==> src/cia_pkg.sv <==
`timescale 1ns / 1ps
`default_nettype none
// ----------------------------------------------------------------------------
// cia_pkg
// shared types and register codes for the dual timer interrupt block
// ----------------------------------------------------------------------------
package cia_pkg;

  // request kinds
  localparam logic [1:0] KIND_TICK  = 2'd0;
  localparam logic [1:0] KIND_READ  = 2'd1;
  localparam logic [1:0] KIND_WRITE = 2'd2;

  // register map
  localparam logic [3:0] ADDR_KEY_COL = 4'h0;
  localparam logic [3:0] ADDR_KEY_ROW = 4'h1;
  localparam logic [3:0] ADDR_TA_LO   = 4'h4;
  localparam logic [3:0] ADDR_TA_HI   = 4'h5;
  localparam logic [3:0] ADDR_TB_LO   = 4'h6;
  localparam logic [3:0] ADDR_TB_HI   = 4'h7;
  localparam logic [3:0] ADDR_ICR     = 4'hD;
  localparam logic [3:0] ADDR_CRA     = 4'hE;
  localparam logic [3:0] ADDR_CRB     = 4'hF;

  localparam int unsigned REG_DEPTH = 16;

  // control and interrupt register bits
  localparam int unsigned CR_START     = 0;
  localparam int unsigned CR_ONESHOT   = 3;
  localparam int unsigned CR_LOAD      = 4;
  localparam int unsigned ICR_SET_CLR  = 7;
  localparam logic [7:0]  ICR_READ_TAG = 8'h80;

  typedef struct packed {
    logic [1:0] kind;
    logic [3:0] address;
    logic [7:0] write_data;
    logic [7:0] key_rows;
  } in_item_t;

  typedef struct packed {
    logic [7:0] read_data;
    logic       irq_line;
    logic [7:0] key_column;
  } out_item_t;

  // per-timer strobes for one committed request
  typedef struct packed {
    logic       tick;
    logic       wr_lo;
    logic       wr_hi;
    logic       wr_ctrl;
    logic       wr_mask;
    logic [7:0] data;
  } timer_ctrl_t;

endpackage
`default_nettype wire

==> src/cia_timer.sv <==
`timescale 1ns / 1ps
`default_nettype none
// ----------------------------------------------------------------------------
// cia_timer
// one 16-bit down-counter with reload latch, mode bits and interrupt mask
// ----------------------------------------------------------------------------
module cia_timer (
  input  wire                  clk,
  input  wire                  rst_n,
  input  wire                  commit,
  input  cia_pkg::timer_ctrl_t ctrl,
  output logic                 fire
);
  import cia_pkg::*;

  logic [15:0] latch_r, latch_nxt;
  logic [15:0] count_r, count_nxt;
  logic        run_r, run_nxt;
  logic        cont_r, cont_nxt;
  logic        mask_r, mask_nxt;
  logic [15:0] count_dec;

  assign count_dec = count_r - 16'd1;

  // underflow to zero with the interrupt unmasked
  assign fire = ctrl.tick && run_r && mask_r && (count_dec == 16'd0);

  // next state for one request
  always_comb begin
    latch_nxt = latch_r;
    count_nxt = count_r;
    run_nxt   = run_r;
    cont_nxt  = cont_r;
    mask_nxt  = mask_r;
    if (ctrl.tick && run_r) begin
      count_nxt = count_dec;
      if (fire) begin
        if (cont_r) begin
          count_nxt = latch_r;
        end else begin
          run_nxt = 1'b0;
        end
      end
    end
    if (ctrl.wr_lo) begin
      latch_nxt[7:0] = ctrl.data;
    end
    if (ctrl.wr_hi) begin
      latch_nxt[15:8] = ctrl.data;
    end
    if (ctrl.wr_ctrl) begin
      run_nxt  = ctrl.data[CR_START];
      cont_nxt = !ctrl.data[CR_ONESHOT];
      if (ctrl.data[CR_LOAD]) begin
        count_nxt = latch_r;
      end
    end
    if (ctrl.wr_mask) begin
      mask_nxt = ctrl.data[ICR_SET_CLR];
    end
  end

  always_ff @(posedge clk) begin
    if (!rst_n) begin
      latch_r <= '0;
      count_r <= '0;
      run_r   <= 1'b0;
      cont_r  <= 1'b0;
      mask_r  <= 1'b0;
    end else if (commit) begin
      latch_r <= latch_nxt;
      count_r <= count_nxt;
      run_r   <= run_nxt;
      cont_r  <= cont_nxt;
      mask_r  <= mask_nxt;
    end
  end

endmodule
`default_nettype wire

==> src/cia_dual_timer_interrupt_block.sv <==
`timescale 1ns / 1ps
`default_nettype none
// ----------------------------------------------------------------------------
// cia_dual_timer_interrupt_block
// two-timer interrupt adapter with a small register file
// ----------------------------------------------------------------------------
// Usage: each request on in_data is a tick, a register read or a register
// write; every request gives exactly one response on out_data carrying the
// read byte (zero for ticks and writes), the interrupt line level after the
// request and the stored keyboard column byte.
// Both channels are valid/ready. A request lands in an input register, is
// worked in one pass of decrement/compare and register decode, and its
// response is loaded into the output register once that register is free.
// One request is taken every cycle as long as the response side keeps up,
// set by the single state update per cycle between the two registers.
// When out_ready is low the output register holds its response, the input
// register holds one more request and in_ready drops only when both are full.
// Synchronous active-low reset clears timers, latches, flags, the interrupt
// line, the register file and both stage valid bits.
// ----------------------------------------------------------------------------
module cia_dual_timer_interrupt_block (
  input  wire                clk,
  input  wire                rst_n,
  input  wire                in_valid,
  output logic               in_ready,
  input  cia_pkg::in_item_t  in_data,
  output logic               out_valid,
  input  wire                out_ready,
  output cia_pkg::out_item_t out_data
);
  import cia_pkg::*;

  in_item_t    req_r;
  logic        req_valid_r;
  logic        advance;
  logic [7:0]  reg_file_r [REG_DEPTH];
  logic [1:0]  flags_r, flags_nxt;
  logic        irq_r, irq_nxt;
  logic [7:0]  rd_nxt;
  logic [7:0]  key_col_nxt;
  logic        is_tick, is_read, is_write;
  logic        fire_a, fire_b;
  timer_ctrl_t ctrl_a, ctrl_b;
  out_item_t   out_r;
  logic        out_valid_r;

  // handshake: the request moves on when the output register is free
  assign advance  = req_valid_r && (!out_valid_r || out_ready);
  assign in_ready = !req_valid_r || advance;

  always_ff @(posedge clk) begin
    if (!rst_n) begin
      req_valid_r <= 1'b0;
    end else if (in_ready) begin
      req_valid_r <= in_valid;
    end
  end

  always_ff @(posedge clk) begin
    if (in_ready && in_valid) begin
      req_r <= in_data;
    end
  end

  // request decode
  assign is_tick  = (req_r.kind == KIND_TICK);
  assign is_read  = (req_r.kind == KIND_READ);
  assign is_write = (req_r.kind == KIND_WRITE);

  always_comb begin
    ctrl_a         = '0;
    ctrl_b         = '0;
    ctrl_a.tick    = is_tick;
    ctrl_b.tick    = is_tick;
    ctrl_a.data    = req_r.write_data;
    ctrl_b.data    = req_r.write_data;
    ctrl_a.wr_lo   = is_write && (req_r.address == ADDR_TA_LO);
    ctrl_a.wr_hi   = is_write && (req_r.address == ADDR_TA_HI);
    ctrl_a.wr_ctrl = is_write && (req_r.address == ADDR_CRA);
    ctrl_a.wr_mask = is_write && (req_r.address == ADDR_ICR) && req_r.write_data[0];
    ctrl_b.wr_lo   = is_write && (req_r.address == ADDR_TB_LO);
    ctrl_b.wr_hi   = is_write && (req_r.address == ADDR_TB_HI);
    ctrl_b.wr_ctrl = is_write && (req_r.address == ADDR_CRB);
    ctrl_b.wr_mask = is_write && (req_r.address == ADDR_ICR) && req_r.write_data[1];
  end

  cia_timer u_timer_a (
    .clk    (clk),
    .rst_n  (rst_n),
    .commit (advance),
    .ctrl   (ctrl_a),
    .fire   (fire_a)
  );

  cia_timer u_timer_b (
    .clk    (clk),
    .rst_n  (rst_n),
    .commit (advance),
    .ctrl   (ctrl_b),
    .fire   (fire_b)
  );

  // read data, flags and interrupt line
  always_comb begin
    flags_nxt = flags_r;
    irq_nxt   = irq_r;
    rd_nxt    = 8'h00;
    if (is_tick) begin
      flags_nxt = flags_r | {fire_b, fire_a};
      irq_nxt   = irq_r | fire_a | fire_b;
    end else if (is_read) begin
      priority if (req_r.address == ADDR_ICR) begin
        rd_nxt    = ICR_READ_TAG | {6'd0, flags_r};
        flags_nxt = 2'b00;
        irq_nxt   = 1'b0;
      end else if (req_r.address == ADDR_KEY_ROW) begin
        rd_nxt = req_r.key_rows;
      end else begin
        rd_nxt = reg_file_r[req_r.address];
      end
    end
  end

  // keyboard column after this request
  assign key_col_nxt = (is_write && (req_r.address == ADDR_KEY_COL)) ?
                       req_r.write_data : reg_file_r[ADDR_KEY_COL];

  always_ff @(posedge clk) begin
    if (!rst_n) begin
      flags_r <= 2'b00;
      irq_r   <= 1'b0;
      for (int i = 0; i < REG_DEPTH; i++) begin
        reg_file_r[i] <= 8'h00;
      end
    end else if (advance) begin
      flags_r <= flags_nxt;
      irq_r   <= irq_nxt;
      if (is_write) begin
        reg_file_r[req_r.address] <= req_r.write_data;
      end
    end
  end

  // output register
  always_ff @(posedge clk) begin
    if (!rst_n) begin
      out_valid_r <= 1'b0;
    end else if (advance) begin
      out_valid_r <= 1'b1;
    end else if (out_ready) begin
      out_valid_r <= 1'b0;
    end
  end

  always_ff @(posedge clk) begin
    if (advance) begin
      out_r.read_data  <= rd_nxt;
      out_r.irq_line   <= irq_nxt;
      out_r.key_column <= key_col_nxt;
    end
  end

  assign out_valid = out_valid_r;
  assign out_data  = out_r;

endmodule
`default_nettype wire

==> config.mk <==
export PLATFORM = sky130hd
export DESIGN_NAME = cia_dual_timer_interrupt_block
export DESIGN_NICKNAME = d
export VERILOG_FILES = /design/src/cia_pkg.sv /design/src/cia_timer.sv /design/src/cia_dual_timer_interrupt_block.sv
export SDC_FILE = /design/constraint.sdc
export NUM_CORES = 1
export LEC_CHECK = 0
export BUFFER_PORTS_ARGS = -buffer_cell sky130_fd_sc_hd__buf_4
export CORE_ASPECT_RATIO = 1.2
export CORE_MARGIN = 3
export CORE_UTILIZATION = 35
export DETAILED_ROUTE_END_ITERATION = 8
export GPL_TIMING_DRIVEN = 0
export SYNTH_ARGS = -nofsm -noshare
export SYNTH_HDL_FRONTEND = slang
export SYNTH_SLANG_ARGS = --single-unit
export TNS_END_PERCENT = 5
==> constraint.sdc <==
create_clock -name clk -period 4 [get_ports clk]
set_clock_uncertainty 0.15 [all_clocks]
set_input_delay 0.8 -clock clk [delete_from_list [all_inputs] [get_ports clk]]
set_output_delay 0.8 -clock clk [all_outputs]
set_load 0.005 [all_outputs]
### Word-level counts from Yosys, hierarchy flattened

Memory sizes are Yosys's and may differ from the RTL's. A register that Yosys moved wholly into a read port is not among the register bits.
Index checks and enable logic that the tools add are counted.
W data, S select, Z words.

* $add $sub $neg: 2
* reduce and logical (&&, ||, !) cells: 48
* equality and inequality tests: 12
* multiplexer cells: 38
* bitwise operators: 4

Operators by type and width (number)
* $mux W16: 10
* $logic_not A16 Y1: 2
* $mux W8: 4
* $sub A16 B1 Y16 const B: 2
* $mux W1: 19
* $logic_and A1 B1 Y1: 18
* $eq A4 B3 Y1 const B: 4
* $reduce_and A2 Y1: 8
* $reduce_bool A2 Y1: 7
* $eq A4 B4 Y1 const B: 3
* $mux W4: 2
* $reduce_and A4 Y1: 2
* $reduce_or A8 Y1: 1
* $mux W2: 3
* $eq A4 B1 Y1 const B: 1
* $logic_not A4 Y1: 1
* $ne A2 B2 Y1 const B: 2
* $logic_not A1 Y1: 3
* $reduce_and A3 Y1: 1
* $reduce_or A3 Y1: 1
* $eq A2 B1 Y1 const B: 1
* $eq A2 B2 Y1 const B: 1
* $logic_not A2 Y1: 1
* $logic_or A1 B1 Y1: 2
* other kinds (4): 5

* output and inout port bits: 19
* bits in registers: 114
* memories: 1
* RAM bits: 128
* input bits: 26

Memories
* reg_file_r: depth 16, width 8, rd ports 2, clocked after Yosys merged registers in 1, wr ports 16, line cia_dual_timer_interrupt_block.sv:36 `logic [7:0] reg_file_r [REG_DEPTH];`

### Longest topological paths before layout

Gate-level depths: netlist of run 1.

* depth in word-level cells: 8
* depth in mapped cells: 11
* gate-level depth less buffers: 10

### Hierarchy

A second synthesis of run 1 with hierarchy kept.

* cells, all modules: 1091
* area, all modules: 12192.9 um^2

By module, submodules not included
* cia_dual_timer_interrupt_block: area an instance 7868.8 um^2, seq. area each 5195.0 um^2, instances 1, cells each 523
* cia_timer: area an instance 2162.1 um^2, seq. area each 700.7 um^2, instances 2, cells each 284

### Worst setup path after synthesis of run 1

OpenSTA, ideal clock, no wires.

* path type: input-to-reg
* start: input rst_n
* end: memory reg_file_r[10][0], enable pin
* path buffers: 2
* path slack: 0.987 ns
* arrival: 2.478 ns
* stages on the path: 6
* cell sequence: clkbuf_1 > clkinv_1 > nor2_1 > clkbuf_1 > nand3b_1 > o21ai_0

RTL lines
* start: declaration: line cia_dual_timer_interrupt_block.sv:23 `input wire rst_n,`
* end: declaration: line cia_dual_timer_interrupt_block.sv:36

==> impl_metrics.yaml, run 1 <==
placed_design:
  hpwl_um: 23600
  dp_cells: 1430
  portBuffers: 43
  place_congestion: 0.893
global_routing:
  grt_usage_pct: 18.8
  grt_pass1_wl_um: 50300
  antenna_found_initial: 2
  grt_max_degree: 27
  grt_pass1_vias: 8214
  overflow: 0
clock_network:
  root_buffer: "clkbuf_16"
  clk_latency_ns: 0.54
  clockBufferDepth: 3
  postCtsHoldBufs: 0
  post_cts_resized: 0
  cts_buffers: 26
  cts.sinks: 246
  cts.reportedPaths.clkPinSlew_ns: 0.06
  cts_setup_buffers: 0
  cts_htree_levels: 1
  cts_tree: "done"
layout:
  nFillCells: 3112
  final_common_cell: "edfxtp_1"
  drive_above_1_share_pct: 15.6
  diodes: 0
  fin_util_pct: 41.1
  final_nets: 1081
  fin_cells: 1478
  syn_to_final_growth_pct: 14.7
  mostFrequentLayoutCells: "edfxtp_1 (167), and2_1 (108), dfxtp_1 (79)"
yosys:
  synth.avg_cell_area_um2: 11.9
  ys_seq_area_share_pct: 56.8
  async_flop_share_pct: 0
  yosys.area_share.simple_pct: 18.6
  yosysUniqueCellTypes: 69
  ys_warn_count: 0
  synth_mux_area_share_pct: 10.4
  synth_xor_area_share_pct: 0.604
  ys_ff_latch: 246
  synthAdderAreaFrac_pct: 0.431
  synth_edf_count: 167
  synth_ff_type: "edfxtp_1"
  syn_area_um2: 11600
  syn_nets: 1009
  synth_top_family_by_area: "simple AND/OR/NAND/NOR gates"
  synth_compound_area_share_pct: 10.2
  syn_inst: 979
worst_setup_path:
  r2r_slack_ns: 0.23
  crit_arrival_ns: 3.76
  worst-path-max-fanout: 10
  startpoint: "rst_n"
  r2r_start: "req_r[21]"
  r2r_end: "reg_file_r[9][4]"
  cp-endpoint: "reg_file_r[9][4]"
  path_class: "in2reg"
  r2r_cells: 6
  start_kind: "primary input"
  cp-end-kind: "flip-flop"
  worstPathRequired_ns: 3.99
die:
  die_y_um: 205
  std_cell_rows: 72
  core_area_um2: 32400
  die_x_um: 172
  initial_core_util_pct: 35.8
  fp.dieArea_um2: 35400
  io_pins: 45
detailed_routing:
  wirelength_um: 33200
  drt-pass1-iter-count: 7
  avgViaCountPerCell: 5.62
  routedWlPerCell_um: 22.4
  num_vias: 8302
  first_iter_violations: 781
  drc_errors: 0
  ant_nets: 0
timing:
  finalCritPeriodShare_pct: 94.3
  timing.hold.ws_ns: 0.289
  hold_violations: 0
  fmax_ghz: 0.265
  max_slew.worst_pin.slew_ns: 1.33
  drv_slew: 0
  fin_crit_ns: 3.77
  setup_viol: 0
  rsz0062_at_grt: "no"
  slew-limit-headroom_pct: 10.3
status:
  status: "finished clean"
pwr:
  power_density_nw_per_um2: 436
  peakVddDrop_mv: 0.270
  sw_frac_of_total_pct: 23.5
  p_leak_nw: 5.13
  net-switching-power_mw: 1.37
  combPwrFrac_pct: 8.2
  pwr-share-clk_pct: 42.6
  intPower_mw: 4.44
  power_frac_seq_pct: 49.2
min_path:
  holdCritPathClass: "in2reg"
flow_run:
  max-cap-violations: 0
-- sequential cells by signal, indices dropped and copies added (netlist names), 2 cells and up, named ones only --
| name | flops |
|---|---|
| ctrl_a | 8 |
| flags_r | 2 |
| out_data | 17 |
| reg_file_r | 128 |
| req_r | 14 |
| u_timer_a.count_r | 16 |
| u_timer_a.latch_r | 16 |
| u_timer_b.count_r | 16 |
| u_timer_b.latch_r | 16 |
-- metrics by stage --
step	total power, mW	setup slack, ns	setup TNS, ns	cell area (um2)
5_1_grt	5.98	0.0326	0	13300
4_1_cts	5.84	0.158	0	13300
3_3_place_gp	3.38	-0.269	-7.48	12400
3_5_place_dp	3.38	-0.381	-10.12	12400
6_report	5.80	0.229	0	13300
2_1_floorplan	3.18	0.987	0	11600
-- cell type report --
class / count / area (um2) / area share (%)
Clock buffer: 29 / 662 / 4.97
Inverter: 21 / 78.8 / 0.592
Clock inverter: 19 / 208 / 1.56
Buffer: 61 / 259 / 1.94
Multi-Input combinational cell: 651 / 4670 / 35.1
Timing Repair Buffer: 44 / 330 / 2.48
Tap cell: 407 / 509 / 3.82
Sequential cell: 246 / 6600 / 49.5
-- power by group through the flow --
stage	sequential (mW)	combinational, mW	clock (mW)
finish	2.85	0.475	2.47
detailed placement	2.91	0.473	0
global placement	2.91	0.468	0
global route	2.86	0.511	2.61
floorplan	2.88	0.309	0
CTS	2.85	0.475	2.51
-- cells in the mapped netlist (4+ instances only) --
master	instances	area (um2)
edfxtp_1	167	5010
and2_1	108	676
dfxtp_1	79	1580
nor2_1	73	274
nand2_1	67	251
clkbuf_1	45	169
mux4_2	40	901
a21oi_1	38	190
a21o_1	36	270
o21ai_0	34	170
nor3_1	23	115
and3_1	21	131
inv_1	20	75.1
nand3_1	18	90.1
mux2i_1	15	150
mux2_2	12	135
a31oi_1	11	68.8
nor4_1	11	68.8
nand2b_1	9	56.3
nand4_1	9	56.3
o31ai_1	8	60.1
or3_1	8	50.1
a211oi_1	7	52.6
buf_1	7	26.3
or4_1	7	52.6
nor2b_1	6	37.5
o22ai_1	6	37.5
xor2_1	6	52.6
o21ai_1	5	25.0
a22oi_1	4	30.0
buf_2	4	20.0
ha_1	4	50.1
nor4b_1	4	35.0
o211ai_1	4	30.0
-- cell families after synthesis --
family          Yosys count
compound gates          180
xor+xnor                  8
fa+ha+maj                 4
buf+inv                  82
flops                   246
mux                      69
simple gates            390
-- layer usage --
metal | vias to the layer above | wire [um] | global-route usage, %
li1 | 3813 | - | -
met1 | 4125 | 13600 | 24.5
met2 | 278 | 16500 | 31.7
met3 | 86 | 1840 | 3.25
met4 | 0 | 1280 | 6.53
met5 | - | 0 | 0
-- critical path: stages --
cell      delay (ns)
clkbuf_1        0.37
clkinv_1        0.39
nor2_1          0.32
clkbuf_1        0.45
nand3b_1        0.33
o21ai_0         1.10
-- how the worst min path moves through the flow --
stage | endpoint | depth (start not counted) | start
2_1_floorplan | u_timer_a.latch_r[3] | 1 | u_timer_a.latch_r[3]
5_1_grt | ctrl_a[5] | 1 | in_data[13]
6_report | ctrl_a[5] | 1 | in_data[13]
3_5_place_dp | u_timer_b.latch_r[2] | 1 | u_timer_b.latch_r[2]
4_1_cts | req_r[1] | 1 | in_data[1]
3_3_place_gp | u_timer_b.latch_r[2] | 1 | u_timer_b.latch_r[2]
No activity file was read; power rests on OpenSTA's default activity.
==> run 2: changes to the inputs <==
Settings changed: ABC_AREA set to 1, CAP_MARGIN set to 25, CTS_CLUSTER_DIAMETER set to 200.
==> run 2 against run 1 <==
Compared with the run above:
- register-to-register slack improved by 0.63 ns
- critical endpoint is now reg_file_r[12][4]
- worst setup slack improved by 0.63 ns
- non-clock buffer count rose by 17
- die area rose by 7.2%
- sequential cell count did not move
- largest cell class unchanged
- combinational power barely moved
- clock power fell by 3%
- total power fell by 1.8%
- global-route usage rose by 0.52 points
- utilization fell by 0.44 points
==> impl_metrics.yaml, run 2 <==
worst_setup_path:
  worst-path-max-fanout: 9
  worstPathRequired_ns: 4.05
  crit_arrival_ns: 3.18
  cp-end-kind: "flip-flop"
  start_kind: "flip-flop"
  path_class: "reg2reg"
detailed_routing:
  routedWlPerCell_um: 18.0
  first_iter_violations: 854
  ant_nets: 0
  drt-pass1-iter-count: 6
  avgViaCountPerCell: 5.09
  drc_errors: 0
  num_vias: 10491
  wirelength_um: 37000
yosys:
  synth_mux_area_share_pct: 0
  synth_commonest_cells: "nor2_1 (272), nand2_1 (264), inv_1 (182), edfxtp_1 (167), o21ai_0 (163)"
  async_flop_share_pct: 0
  synth_compound_area_share_pct: 12.9
  synth_edf_count: 167
  syn_inst: 1506
  yosysMostFrequentCell: "nor2_1"
  synth_top_family_by_area: "simple AND/OR/NAND/NOR gates"
  ys_warn_count: 0
  ys_top_cells_by_area: "edfxtp_1 (40%), dfxtp_1 (13%), nor2_1 (8.2%), nand2_1 (7.9%), o21ai_0 (6.5%)"
  syn_nets: 1536
  yosysTopAreaCellShare_pct: 40.2
  synth.largest_area_cell: "edfxtp_1"
  ys_ff_latch: 246
  yosys.area_share.simple_pct: 24.3
  synth.avg_cell_area_um2: 8.28
  synth_ff_type: "edfxtp_1"
  synth_xor_area_share_pct: 0.351
  ys_seq_area_share_pct: 52.9
  synthAdderAreaFrac_pct: 0.401
  syn_area_um2: 12500
  yosysUniqueCellTypes: 37
timing:
  hold_violations: 0
  max_slew.worst_pin.slew_ns: 1.05
  fin_crit_ns: 3.14
  timing.hold.ws_ns: 0.286
  slew-limit-headroom_pct: 29.8
  finalCritPeriodShare_pct: 78.5
  setup_viol: 0
  fmax_ghz: 0.319
  tns_ns: 0
  drv_slew: 0
  setup_ws_ns: 0.862
  rsz0062_at_grt: "no"
layout:
  drive_above_1_share_pct: 11.3
  top_register: "reg_file_r"
  final_area_um2: 14300
  fin_cells: 2060
  final_common_cell: "nor2_1"
  diodes: 0
  fin_util_pct: 40.6
  largest_reg_flops: 128
  final_nets: 1608
  syn_to_final_growth_pct: 14.3
  nFillCells: 3604
  mostFrequentLayoutCells: "nor2_1 (272), nand2_1 (264), inv_1 (182)"
clock_network:
  cts.reportedPaths.clkPinSlew_ns: 0.06
  clk_latency_ns: 0.54
  root_buffer: "clkbuf_16"
  cts_setup_buffers: 0
  clockBufferDepth: 3
  post_cts_resized: 0
  postCtsHoldBufs: 0
  cts_tree: "done"
  cts_buffers: 26
  cts_htree_levels: 1
  cts.sinks: 246
pwr:
  p_leak_nw: 5.96
  sw_frac_of_total_pct: 24.7
  total_power_mw: 5.70
  net-switching-power_mw: 1.41
  combPwrFrac_pct: 8.4
  peakVddDrop_mv: 0.283
  power_frac_seq_pct: 49.5
  power_density_nw_per_um2: 400
  pwr-share-clk_pct: 42.1
  intPower_mw: 4.29
global_routing:
  antenna_found_initial: 1
  grt_usage_pct: 19.3
  grt_pass1_vias: 10306
  overflow: 0
  grt_max_degree: 27
  grt_pass1_wl_um: 57200
flow_run:
  max-cap-violations: 0
die:
  die_x_um: 178
  die_y_um: 213
  io_pins: 45
  initial_core_util_pct: 35.5
  core_area_um2: 35100
  fp.dieArea_um2: 37900
  std_cell_rows: 75
placed_design:
  hpwl_um: 27100
  post-place-ws_ns: 0.422
  dp_cells: 2012
  place_area_um2: 13400
  place_congestion: 0.936
  portBuffers: 43
status:
  status: "finished clean"
min_path:
  holdCritPathClass: "in2reg"
## run 2: changes by cell type after synthesis, sizes merged, moves of 36 or more
| cell | delta |
|---|---|
| nor2 | +222 |
| nand2 | +212 |
| inv | +173 |
| o21ai | +129 |
| and2 | -106 |
| o22ai | +62 |
| nand3 | +54 |
| mux4 | -40 |
| a21o | -36 |
## run 2: final timing paths
| path | to | cells after the start | slack, ns | start |
|---|---|---|---|---|
| setup / recovery | reg_file_r[12][4] | 9 | 0.86 | req_r[20] |
| hold / removal | ctrl_a[1] | 1 | 0.29 | in_data[9] |
| setup reg to reg | reg_file_r[12][4] | 9 | 0.86 | req_r[20] |
| hold reg to reg | flags_r[0] | 2 | 0.31 | flags_r[0] |
## run 2: cell families (layout without fill, tap and decap cells)
kind of cell	Yosys count	after routing
buffers and inverters	277	369
adder cells (fa/ha/maj)	4	4
XOR/XNOR	5	5
AND/OR/NAND/NOR	690	690
flip-flops	246	246
AO/OA/AOI/OAI	284	284
## run 2: layer usage
metal | vias to the layer above | part of all wire, % | GRT usage (%)
met3 | 120 | 5.7 | 2.28
met4 | 2 | 5.1 | 9.62
li1 | 5137 | - | -
met5 | - | 0.035 | 0
met2 | 393 | 50 | 33.5
met1 | 4839 | 40 | 23.7
## run 2: cell type report
type	count	area (um2)	share of cell area, %
buffer	78	390	2.74
clock buffer	39	790	5.54
clock inverter	9	62.6	0.439
inverter	199	747	5.24
multi-input combinational	983	4740	33.3
sequential	246	6600	46.3
tap	462	578	4.05
timing repair buffer	44	350	2.46
## run 2: critical path, cell delays in order (launching register included)
cell	delay (ns)
edfxtp_1	0.42
inv_1	0.15
nand2_1	0.09
nor2_1	0.23
inv_1	0.06
nor2_1	0.36
inv_1	0.13
nor3_2	0.37
nand3_1	0.40
nand2_1	0.42
## run 2: power by group through the flow
| stage | clock [mW] | combinational, mW | sequential, mW |
|---|---|---|---|
| after global routing | 2.53 | 0.520 | 2.83 |
| final | 2.40 | 0.477 | 2.82 |
| after floorplan | 0 | 0.275 | 2.86 |
| after detailed placement | 0 | 0.470 | 2.88 |
| after CTS | 2.44 | 0.472 | 2.82 |
| after global placement | 0 | 0.464 | 2.88 |
